$ cat src/rtl/chp_fifo.sv
// two-entry queue between front and back
// depends on nothing but its type parameter
module chp_fifo #(
  parameter type T = logic
) (
  input  logic clk,
  input  logic rst_n,
  input  logic in_valid,
  output logic in_ready,
  input  T     in_data,
  output logic out_valid,
  input  logic out_ready,
  output T     out_data
);
  T q_r [2];
  logic wp_r, rp_r;
  logic [1:0] cnt_r;
  assign in_ready = cnt_r != 2'd2;
  assign out_valid = cnt_r != 2'd0;
  assign out_data = q_r[rp_r];
  always_ff @(posedge clk) begin
    if (in_valid && in_ready) q_r[wp_r] <= in_data;
  end
  always_ff @(posedge clk) begin
    if (!rst_n) begin
      wp_r <= 1'b0;
      rp_r <= 1'b0;
      cnt_r <= 2'd0;
    end else begin
      if (in_valid && in_ready) wp_r <= ~wp_r;
      if (out_valid && out_ready) rp_r <= ~rp_r;
      cnt_r <= cnt_r + 2'(in_valid && in_ready) - 2'(out_valid && out_ready);
    end
  end
endmodule

$ cat config.mk
export PLATFORM = sky130hd
export DESIGN_NAME = chp_fifo
export DESIGN_NICKNAME = d
export VERILOG_FILES = /design/src/rtl/chp_fifo.sv
export SDC_FILE = /design/constraint.sdc
export NUM_CORES = 1
export LEC_CHECK = 0
export BUFFER_PORTS_ARGS = -buffer_cell sky130_fd_sc_hd__buf_4
export CAP_MARGIN = 20
export CORE_AREA = 5 5 42 44
export CTS_CLUSTER_SIZE = 14
export DETAILED_ROUTE_END_ITERATION = 7
export DIE_AREA = 0 0 47 49
export PLACE_DENSITY_LB_ADDON = 0.05
export SLEW_MARGIN = 40
export SYNTH_ARGS = -nofsm -noshare
export SYNTH_HDL_FRONTEND = slang
export SYNTH_SLANG_ARGS = --single-unit
$ cat constraint.sdc
create_clock -name clk -period 1.5 [get_ports clk]
set_input_delay 0.075 -clock clk [delete_from_list [all_inputs] [get_ports clk]]
set_output_delay 0.075 -clock clk [all_outputs]
set_load 0.02 [all_outputs]
Word level (Yosys, flattened, before mapping)
Memories as Yosys holds them, arrays and structs flattened. A register that Yosys moved wholly into a read port is not among the register bits. Index checks and enable logic that the tools add are counted.

$add $sub $neg: 2. Equality and inequality tests: 1. Multiplexer cells: 4. Bitwise operators: 2. Reductions and logical operators: 3.

Operator list (number): 1-bit 2-to-1 mux (4); 2-bit by 1-bit adder with 2-bit output (1); 1-bit logical AND (2); 2-bit inequality test (second input constant) (1); 1-bit NOT (2); 2-bit nonzero test (1); 2-bit by 1-bit subtractor with 2-bit output (1).

Register bits: 4. Memory bits (writable): 2. Bits of input ports: 5. Word-level logic and storage cells: 16. Memories kept: 1.

Memory list: q_r (words 2, bits a word 1, rd ports 1, clocked after Yosys merged registers in 1, write ports 1, line 15) `T q_r [2];`.

Logic depth before layout (Yosys ltp)
Gate-level depths: netlist (run 1).

Depth in word-level cells: 4. Depth in mapped cells: 8. Mapped depth without buffers: 8.

Worst setup path before layout (run 1)
Ideal clock, no wire load.

Path type: reg2reg. From: register cnt_r[0]. To: register cnt_r[1]. Setup time: 0.115 ns. Arrival time: 1.595 ns. Required time: 1.385 ns. Slack: -0.210 ns. Cell stages (with the launch flop): 9. Period minus slack after synthesis: 1.710 ns. Path through: dfxtp_1 > nand2b_1 > nand2_1 > ha_1 > inv_1 > ha_1 > xnor2_1 > xnor2_1 > and2_1.

Longest elaborated chain between the ends: 4. Elaborated cells on any way between the ends: 6. Those cells by class: add/sub (2); eq/ne (1); reduce/logical (3).

Ends and longest elaborated chain: start, declared (line 17) `logic [1:0] cnt_r;`; start signal, assigned (line 32) `cnt_r <= cnt_r + 2'(in_valid && in_ready) - 2'(out_valid && out_ready);`; 2-bit inequality test (line 18) `assign in_ready = cnt_r != 2'd2;`; via in_ready (line 9) `output logic in_ready,`; 1-bit logical AND (line 32); 2-bit by 1-bit adder with 2-bit output (line 32); 2-bit by 1-bit subtractor with 2-bit output (line 32).

The timed path passes the listed nets, and every way through them passes these cells. A chain may end at the register's enable or synchronous reset.

Worst setup path in the final report (run 1)
From: register cnt_r[0]. To: register cnt_r[1].

Longest elaborated chain between the ends: 4. Elaborated cells on any way between the ends: 6. Those cells by class: add/sub (2); eq/ne (1); reduce/logical (3).

Ends and longest elaborated chain (line): 2-bit inequality test (18); 1-bit logical AND (32); 2-bit by 1-bit adder with 2-bit output (32); 2-bit by 1-bit subtractor with 2-bit output (*) (32).

Every way passes the cells marked *; elsewhere a longest branch is shown, timed or not.

==> load_flow_metrics.sql, run 1 <==
INSERT INTO impl_metrics (metric_group, metric, value, unit) VALUES
('outcome', 'run_status', 'finished, final reports clean', ''),
('placement', 'postPlaceCellArea', '422', 'um^2'),
('global_routing', 'global_route.usage.met2', '9.73', '%'),
('synth', 'synth-main-ff-cell', 'sky130_fd_sc_hd__dfxtp_1', ''),
('power', 'power', '939', 'uW'),
('clocking', 'h-tree-depth', '1', ''),
('die', 'die-area', '2300', 'um^2'),
('timing', 'worst_clock_skew', '1.59', 'ps'),
('die', 'io-pin-count', '8', ''),
('clocking', 'cts_tree', 'built', ''),
('critical_path', 'critical_path_arrival', '1640', 'ps'),
('global_routing', 'antenna_violations_before_repair', '0', ''),
('global_routing', 'first_global_vias', '251', ''),
('timing', 'hold-worst-slack', '5.83', 'ps'),
('critical_path', 'cp_class', 'reg -> reg', ''),
('timing', 'hold_viol', '0', ''),
('synth', 'asyncSetResetFlopFracSynth', '0', '%'),
('critical_path', 'cpMaxStageDelayCell', 'sky130_fd_sc_hd__dfxtp_2', ''),
('timing', 'setup_repair_after_global_routing_missed_its_margin', 'true', ''),
('global_routing', 'grtUsageMet3', '2.21', '%'),
('critical_path', 'critical-path-top-delay-family', 'adder cells', ''),
('placement', 'dpl.hpwl', '431', 'um'),
('clocking', 'cts_made_buffers', '3', ''),
('synth', 'syn_area', '307', 'um^2'),
('routing', 'ant_nets', '0', ''),
('timing', 'portion_of_the_clock_cycle_consumed_by_the_worst_path_in_the_final_layout', '99.5', '%'),
('timing', 'timing_worst_slew_pin_value', '183', 'ps'),
('flow_run', 'max-cap-violations', '0', ''),
('synth', 'post_synth_most_frequent_cells', 'sky130_fd_sc_hd__dfxtp_1 (5), sky130_fd_sc_hd__xnor2_1 (3)', ''),
('synth', 'post_synth.cell_area_avg', '11.4', 'um^2'),
('timing', 'timing_max_transition_violations_final', '0', ''),
('global_routing', 'first_pass_grt_wire_length', '938', 'um'),
('global_routing', 'grt_overflow_total', '0', ''),
('die', 'rows', '14', ''),
('routing', 'via_per_inst', '4.08', ''),
('clocking', 'clk_root_buffer_cell', 'sky130_fd_sc_hd__clkbuf_4', ''),
('synth', 'yosys_register_bits', '7', ''),
('clocking', 'clk_path_buf_depth', '2', ''),
('critical_path', 'path_cells', 'o21a_2 > ha_4 > inv_2 > ha_4 > xnor2_2 > xnor2_1 > and2_1', ''),
('die', 'die_width', '47', 'um'),
('synth', 'synth.net_count', '34', ''),
('critical_path', 'critical-path-top-cell-by-count', 'sky130_fd_sc_hd__ha_4', ''),
('timing', 'achievable-frequency', '0.670', 'GHz'),
('global_routing', 'grt_use_total', '5.81', '%'),
('synth', 'synth.distinct_cells', '15', ''),
('die', 'coreArea', '1400', 'um^2'),
('critical_path', 'startpoint_type', 'register', ''),
('synth', 'synth_edf_count', '2', ''),
('hold_path', 'hold_path.class', 'in -> reg', ''),
('clocking', 'worstSkewPairLatency', '250', 'ps'),
('routing', 'first_pass_iters', '2', ''),
('global_routing', 'grt.met1_usage', '5.38', '%'),
('global_routing', 'largest_net_degree_at_the_start_of_global_routing', '7', ''),
('cells_and_area', 'fin_nets', '52', ''),
('routing', 'route.detailed.wl_per_inst', '9.58', 'um'),
('critical_path', 'path_max_fanout', '4', ''),
('cells_and_area', 'combined_area_of_the_multi_input_logic_cells', '190', 'um^2'),
('cells_and_area', 'utilization', '35.8', '%'),
('synth', 'synthMostInstantiatedCell', 'sky130_fd_sc_hd__dfxtp_1', ''),
('critical_path', 'critical_path_required', '1650', 'ps'),
('clocking', 'tritoncts_num_sinks', '7', ''),
('power', 'cellLeakagePower', '0.219', 'nW'),
('routing', 'route.vias.total', '245', ''),
('global_routing', 'global_route_layer_with_the_greatest_usage', 'met2', ''),
('synth', 'synth_cells', '27', ''),
('cells_and_area', 'diodes', '0', ''),
('routing', 'routed_wirelength', '575', 'um'),
('synth', 'yosysSeqAreaShare', '52.2', '%'),
('synth', 'yosys.area.top_type', 'sky130_fd_sc_hd__dfxtp_1', ''),
('die', 'initial_utilization', '21.9', '%'),
('clocking', 'ctsHoldBuffers', '0', '');
## layout make-up
| class | instances | share of cell area (%) |
|---|---|---|
| inverter | 1 | 0.748 |
| multi-input combinational | 19 | 37.9 |
| sequential | 7 | 32.4 |
| tap | 16 | 3.99 |
| clock buffer | 3 | 4.49 |
| clock inverter | 1 | 0.998 |
| timing repair buffer | 13 | 19.5 |
## cells in the final DEF, fill, tap and decap left out, types with 2 or more instances in the layout
| cell | n |
|---|---|
| sky130_fd_sc_hd__dfxtp_1 | 3 |
| sky130_fd_sc_hd__clkbuf_4 | 3 |
| sky130_fd_sc_hd__nor2b_1 | 2 |
| sky130_fd_sc_hd__and2_1 | 2 |
| sky130_fd_sc_hd__dfxtp_2 | 2 |
| sky130_fd_sc_hd__edfxtp_1 | 2 |
| sky130_fd_sc_hd__xnor2_1 | 2 |
| sky130_fd_sc_hd__ha_4 | 2 |
| sky130_fd_sc_hd__buf_4 | 13 |
## what timing repair did
| item | in CTS | in global routing |
|---|---|---|
| resized for setup | 4 | 0 |
| pin swaps | 6 | 3 |
| setup endpoints to repair | 1 | 1 |
| setup buffers | 2 | 1 |
## kinds of logic after synthesis
kind of cell / after synthesis / share of synthesized area (%)
AOI/OAI and AO/OA: 1 / 2.86
muxes: 2 / 6.94
adders and majority gates: 2 / 8.16
buffers and inverters: 1 / 1.22
and+or+nand+nor: 11 / 20.0
DFF: 7 / 52.2
xor gates and xnor gates: 3 / 8.57
## report_power, final
part	internal (mW)	leakage, nW	total [mW]	switching (mW)
registers	0.256	0.0607	0.293	0.0366
clock network	0.0976	0.0177	0.172	0.0749
logic	0.279	0.140	0.473	0.194
## routing by layer
layer	vias up	part of all wire [%]
li1	124	-
met1	113	40
met2	6	52
met3	2	6.6
met4	0	1.6
met5	-	0
## worst paths after layout
check / start / end / slack [ps] / depth (start not counted)
worst min-delay path: in_data / q_r[0] / 6 / 1
worst max-delay path: cnt_r[0] / cnt_r[1] / 8 / 7
worst max register to register: cnt_r[0] / cnt_r[1] / 8 / 7
worst min register to register: wp_r / wp_r / 490 / 2
## per-stage QoR
| step | setup TNS [ps] | setup WS (ps) | std cells |
|---|---|---|---|
| 6_report | 0 | 7.90 | 60 |
| 2_1_floorplan | 0 | 1.98 | 27 |
| 4_1_cts | 0 | 4.71 | 59 |
| 5_1_grt | -55.3 | -55.3 | 60 |
| 3_3_place_gp | 0 | 10.8 | 53 |
| 3_5_place_dp | -17.3 | -17.3 | 53 |
(Power assumes the default switching activity.)
==> inputs of run 2 (changes only) <==
clock period = 1.2 ns   (was 1.5 ns; I/O delays follow)
==> run 2 against run 1 <==
  * Highest routed layer unchanged
  * The flow now finishes with violations (setup timing)
  * Cell count increased by 1.7%
  * Design area up 4.0%
  * Flip-flop and latch count is the same
  * Register-to-register slack got worse by 280 ps
==> load_flow_metrics.sql, run 2 (synthesis gave the netlist of run 1 again) <==
INSERT INTO impl_metrics (metric_group, metric, value, unit) VALUES
('outcome', 'run_status', 'finished with violations', ''),
('outcome', 'violated_checks', 'setup timing', ''),
('die', 'die_height', '49', 'um'),
('timing', 'hold_viol', '0', ''),
('routing', 'route.detailed.wl_per_inst', '9.52', 'um'),
('critical_path', 'path_max_fanout', '4', ''),
('timing', 'timing_max_transition_violations_final', '0', ''),
('timing', 'timing.setup.tns', '-346', 'ps'),
('clocking', 'cts.reportedPaths.clkPinSlew', '50', 'ps'),
('power', 'irDropWorstVdd', '0.719', 'mV'),
('routing', 'drcViolationCount', '0', ''),
('global_routing', 'first_pass_grt_wire_length', '903', 'um'),
('die', 'rows', '14', ''),
('cells_and_area', 'fin_nets', '53', ''),
('timing', 'achievable-frequency', '0.681', 'GHz'),
('power', 'cellLeakagePower', '0.223', 'nW'),
('cells_and_area', 'area_delta_synth_final', '70.2', '%'),
('timing', 'hold-worst-slack', '68.0', 'ps'),
('flow_run', 'max-cap-violations', '0', ''),
('global_routing', 'grt_use_total', '6.07', '%'),
('routing', 'ant_nets', '0', ''),
('power', 'cell_internal_pwr', '822', 'uW'),
('timing', 'setup_viol', '3', ''),
('routing', 'routed-wl-met2', '262', 'um'),
('placement', 'dpl.hpwl', '480', 'um'),
('hold_path', 'min_delay_path_depth', '2', ''),
('cells_and_area', 'diodes', '0', ''),
('timing', 'worst_clock_skew', '3.61', 'ps'),
('power', 'seqPwrFrac', '30.8', '%'),
('global_routing', 'first_global_vias', '238', ''),
('timing', 'setup_slack', '-269', 'ps'),
('timing', 'timing_worst_slew_pin_value', '120', 'ps'),
('power', 'share_comb_of_total_power', '51.2', '%'),
('clocking', 'clk_path_buf_depth', '2', ''),
('power', 'power_per_cell_area', '2310', 'nW/um^2'),
('placement', 'dp_slack', '-297', 'ps'),
('cells_and_area', 'utilization', '37.2', '%'),
('clocking', 'clk_root_buffer_cell', 'sky130_fd_sc_hd__clkbuf_4', ''),
('routing', 'top_layer', 'met4', ''),
('cells_and_area', 'drive_gt1_share', '62.2', '%'),
('critical_path', 'startpoint_type', 'register', ''),
('routing', 'initialDrtViolationCount', '0', ''),
('die', 'coreArea', '1400', 'um^2'),
('placement', 'portBuffers', '7', ''),
('routing', 'dr_wl_met3', '47', 'um'),
('hold_path', 'hold_path.class', 'in -> reg', ''),
('clocking', 'cts_tree', 'built', ''),
('die', 'die-area', '2300', 'um^2'),
('placement', 'place_congestion', '0.658', ''),
('clocking', 'h-tree-depth', '1', ''),
('cells_and_area', 'layout_commonest_cell', 'sky130_fd_sc_hd__buf_4', ''),
('power', 'pwr-share-clk', '17.9', '%'),
('critical_path', 'cp_class', 'reg -> reg', ''),
('clocking', 'cts_made_buffers', '3', ''),
('timing', 'setup_repair_after_global_routing_missed_its_margin', 'true', ''),
('clocking', 'tritoncts_num_sinks', '7', ''),
('routing', 'route.vias.total', '233', ''),
('critical_path', 'timing.reg2reg.worst_path_depth', '7', ''),
('timing', 'timing.max_slew.rel_slack', '91.8', '%'),
('die', 'die_width', '47', 'um'),
('power', 'swShare', '31.8', '%'),
('critical_path', 'critical_path_required', '1340', 'ps'),
('clocking', 'worstSkewPairLatency', '250', 'ps'),
('power', 'total_switching_power', '383', 'uW'),
('global_routing', 'antenna_violations_before_repair', '0', ''),
('die', 'initial_utilization', '21.9', '%'),
('routing', 'wirelength_met1', '254', 'um'),
('routing', 'routed_wirelength', '581', 'um'),
('critical_path', 'critical_path_arrival', '1610', 'ps'),
('die', 'io-pin-count', '8', ''),
('global_routing', 'largest_net_degree_at_the_start_of_global_routing', '7', ''),
('cells_and_area', 'mostFrequentLayoutCells', 'sky130_fd_sc_hd__buf_4 (12), sky130_fd_sc_hd__dfxtp_1 (3), sky130_fd_sc_hd__clkbuf_4 (3)', ''),
('routing', 'first_pass_iters', '1', ''),
('timing', 'period_needed', '1470', 'ps'),
('timing', 'portion_of_the_clock_cycle_consumed_by_the_worst_path_in_the_final_layout', '122', '%'),
('cells_and_area', 'filler_cell_count', '157', ''),
('routing', 'via_per_inst', '3.82', ''),
('critical_path', 'cp-end-kind', 'register', ''),
('global_routing', 'grt_overflow_total', '0', '');
run 2: changes by cell type in the layout (fill, tap and decap cells not counted), sizes merged:
cell	delta
dlygate4sd3	+1
clkinv	-1
clkbuf	+1
run 2: repair_timing:
action / 4_1_cts / 5_1_grt
setup buffers: 1 / 0
pin swaps: 4 / 1
endpoints found under the hold margin: 2 / 0
endpoints found under the setup margin: 3 / 3
hold buffers: 1 / 0
resized for setup: 3 / 0
run 2: area by class of cell:
cell class	count	area [um^2]	share of cell area [%]
well taps	16	20.0	3.84
multi-input cells	19	198	37.9
clock buffers	4	26.3	5.04
repair buffers	14	111	21.3
flip-flops and latches	7	163	31.2
inverters	1	3.75	0.719
run 2: power by group through the flow:
stage          clock, mW  combinational (mW)  sequential (mW)
2_1_floorplan          0               0.350            0.366
3_3_place_gp           0               0.539            0.368
3_5_place_dp           0               0.549            0.373
4_1_cts            0.226               0.629            0.373
5_1_grt            0.238               0.670            0.379
6_report           0.216               0.617            0.371
run 2: per-layer routing:
metal	up-vias	track usage, %
met4	0	6.91
met5	-	0
met2	7	7.92
met1	100	5.99
met3	2	3.32
li1	124	-
run 2: critical path, cell delays in order, from the launching register on:
cell and delay (ps):
sky130_fd_sc_hd__dfxtp_2 330, sky130_fd_sc_hd__o21a_2 230, sky130_fd_sc_hd__ha_4 260, sky130_fd_sc_hd__inv_2 30
sky130_fd_sc_hd__ha_4 150, sky130_fd_sc_hd__xnor2_2 120, sky130_fd_sc_hd__xnor2_1 110, sky130_fd_sc_hd__and2_1 130
run 2: path summary, 6_finish.rpt:
kind                            slack (ps)       end      from
worst min-delay path                    70  cnt_r[0]     rst_n
worst min register to register         500      wp_r      wp_r
worst max-delay path                  -270  cnt_r[1]  cnt_r[0]
worst max register to register        -270  cnt_r[1]  cnt_r[0]
run 2: stage by stage:
stage	std cells	cell area [um^2]	total power [mW]
after global routing	61	522	1.29
after global placement	55	457	0.907
final	61	522	1.20
after CTS	61	522	1.23
after floorplan	27	347	0.716
after detailed placement	55	457	0.922
==> inputs of run 3 (changes only) <==
MAX_ROUTING_LAYER = met4   (was not set)
SETUP_SLACK_MARGIN = 0.3   (was not set)
==> run 3 against run 2 <==
  * Critical path type unchanged
  * Sequential share of layout area fell by 3.8 points
  * Global-route usage is 1.9 points higher
  * Clock-buffer cell count stayed put
  * Die area unchanged
  * Power rose by 17%
  * The flow still finishes with violations (setup timing)
==> load_flow_metrics.sql, run 3 (synthesis gave the netlist of run 1 again) <==
INSERT INTO impl_metrics (metric_group, metric, value, unit) VALUES
('flow_run', 'max-cap-violations', '0', ''),
('cells_and_area', 'drive_gt1_share', '70.8', '%'),
('global_routing', 'antenna_violations_before_repair', '0', ''),
('timing', 'achievable-frequency', '0.673', 'GHz'),
('power', 'irDropWorstVdd', '0.890', 'mV'),
('timing', 'setup_slack', '-286', 'ps'),
('global_routing', 'first_global_vias', '279', ''),
('routing', 'route.vias.total', '260', ''),
('routing', 'routed_wirelength', '664', 'um'),
('hold_path', 'hold_path.class', 'in -> reg', ''),
('clocking', 'worstSkewPairLatency', '250', 'ps'),
('cells_and_area', 'stdcell_area', '608', 'um^2'),
('routing', 'via_per_inst', '4.06', ''),
('routing', 'drcViolationCount', '0', ''),
('timing', 'portion_of_the_clock_cycle_consumed_by_the_worst_path_in_the_final_layout', '124', '%'),
('clocking', 'cts_made_buffers', '3', ''),
('critical_path', 'critical_path_arrival', '1630', 'ps'),
('timing', 'setup_viol', '3', ''),
('global_routing', 'global_route_layer_with_the_greatest_usage', 'met2', ''),
('power', 'power', '1.41', 'mW'),
('critical_path', 'startpoint_type', 'register', ''),
('clocking', 'clk_root_buffer_cell', 'sky130_fd_sc_hd__clkbuf_4', ''),
('critical_path', 'cpMaxStageDelayCell', 'sky130_fd_sc_hd__dfxtp_4', ''),
('die', 'coreArea', '1400', 'um^2'),
('global_routing', 'global_route.usage.met2', '9.95', '%'),
('cells_and_area', 'diodes', '0', ''),
('clocking', 'cts_tree', 'built', ''),
('clocking', 'cts.reportedPaths.clkPinSlew', '50', 'ps'),
('die', 'die-area', '2300', 'um^2'),
('critical_path', 'cp_class', 'reg -> reg', ''),
('timing', 'timing_max_transition_violations_final', '0', ''),
('critical_path', 'cp-end-kind', 'register', ''),
('cells_and_area', 'area_delta_synth_final', '98.4', '%'),
('timing', 'timing.max_slew.rel_slack', '86.5', '%'),
('global_routing', 'largest_net_degree_at_the_start_of_global_routing', '7', ''),
('placement', 'dpl.hpwl', '488', 'um'),
('clocking', 'clk_path_buf_depth', '2', ''),
('power', 'cellLeakagePower', '0.253', 'nW'),
('global_routing', 'first_pass_grt_wire_length', '1.19', 'mm'),
('die', 'rows', '14', ''),
('critical_path', 'critical_path_required', '1350', 'ps'),
('die', 'initial_utilization', '21.9', '%'),
('critical_path', 'critical-path-top-cell-by-count', 'sky130_fd_sc_hd__ha_4', ''),
('global_routing', 'grt.met1_usage', '8.61', '%'),
('routing', 'first_pass_iters', '1', ''),
('clocking', 'tritoncts_num_sinks', '7', ''),
('die', 'die_width', '47', 'um'),
('critical_path', 'critPathBufInv', '1', ''),
('clocking', 'h-tree-depth', '1', ''),
('die', 'io-pin-count', '8', ''),
('critical_path', 'slowest_delay', '360', 'ps'),
('routing', 'route.detailed.wl_per_inst', '10.4', 'um'),
('outcome', 'violated_checks', 'setup timing', ''),
('power', 'power_per_cell_area', '2320', 'nW/um^2'),
('timing', 'worst_clock_skew', '0.622', 'ps'),
('timing', 'timing_worst_slew_pin_value', '203', 'ps'),
('timing', 'setup_repair_after_global_routing_missed_its_margin', 'true', ''),
('global_routing', 'grtUsageMet3', '3.32', '%'),
('routing', 'initialDrtViolationCount', '0', ''),
('critical_path', 'path_max_fanout', '3', ''),
('global_routing', 'grt_overflow_total', '0', ''),
('cells_and_area', 'mostFrequentLayoutCells', 'sky130_fd_sc_hd__buf_4 (8), sky130_fd_sc_hd__buf_6 (8), sky130_fd_sc_hd__clkbuf_4 (3)', ''),
('timing', 'hold_viol', '0', ''),
('global_routing', 'grt_use_total', '7.95', '%'),
('routing', 'ant_nets', '0', ''),
('critical_path', 'critical-path-top-delay-family', 'adder cells', ''),
('placement', 'place_congestion', '0.665', ''),
('placement', 'postPlaceCellArea', '457', 'um^2'),
('placement', 'portBuffers', '7', ''),
('cells_and_area', 'utilization', '43.4', '%'),
('cells_and_area', 'fin_nets', '56', ''),
('die', 'die_height', '49', 'um'),
('outcome', 'run_status', 'finished with violations', ''),
('timing', 'period_needed', '1490', 'ps'),
('timing', 'timing.setup.tns', '-393', 'ps'),
('critical_path', 'path_cells', 'o21a_4 > ha_4 > inv_2 > ha_4 > xnor2_2 > xnor2_1 > and2_1', '');
-- run 3: cell count changes in the layout (fill, tap and decap cells not counted), sizes merged --
| cell | delta |
|---|---|
| buf | +3 |
-- run 3: routing by layer --
layer | vias up | part of all wire, %
met1 | 117 | 42
li1 | 132 | -
met5 | - | 0
met2 | 7 | 46
met3 | 4 | 7.1
met4 | 0 | 5.4
-- run 3: through the flow --
stage               hold slack, ps  setup WS (ps)  cells
global placement               247           -287     55
floorplan                      159           -289     27
finish                        63.5           -286     64
global route                  71.7           -360     64
detailed placement             257           -311     55
CTS                           58.6           -314     62
-- run 3: layout make-up --
cell class	instances	area, um^2
multi-input combinational	19	231
tap	16	20.0
timing repair buffer	17	160
fill	151	793
clock buffer	4	26.3
inverter	1	3.75
sequential	7	166
-- run 3: power by group --
group	internal [mW]	leakage [nW]	switching, mW
registers	0.328	0.0614	0.0715
clock network	0.127	0.0150	0.0887
logic	0.510	0.177	0.285
-- run 3: final timing paths --
check | startpoint | to | slack [ps] | depth (start not counted)
min reg2reg | wp_r | wp_r | 550 | 2
min | rst_n | cnt_r[1] | 60 | 2
max reg2reg | cnt_r[1] | cnt_r[1] | -290 | 7
max | cnt_r[1] | cnt_r[1] | -290 | 7
-- run 3: what timing repair did --
item,CTS,global route
gates resized for setup,16,2
pin swaps,5,2
setup buffers,2,2
hold buffers,1,0
setup endpoints to repair,10,10
hold endpoints to repair,2,0
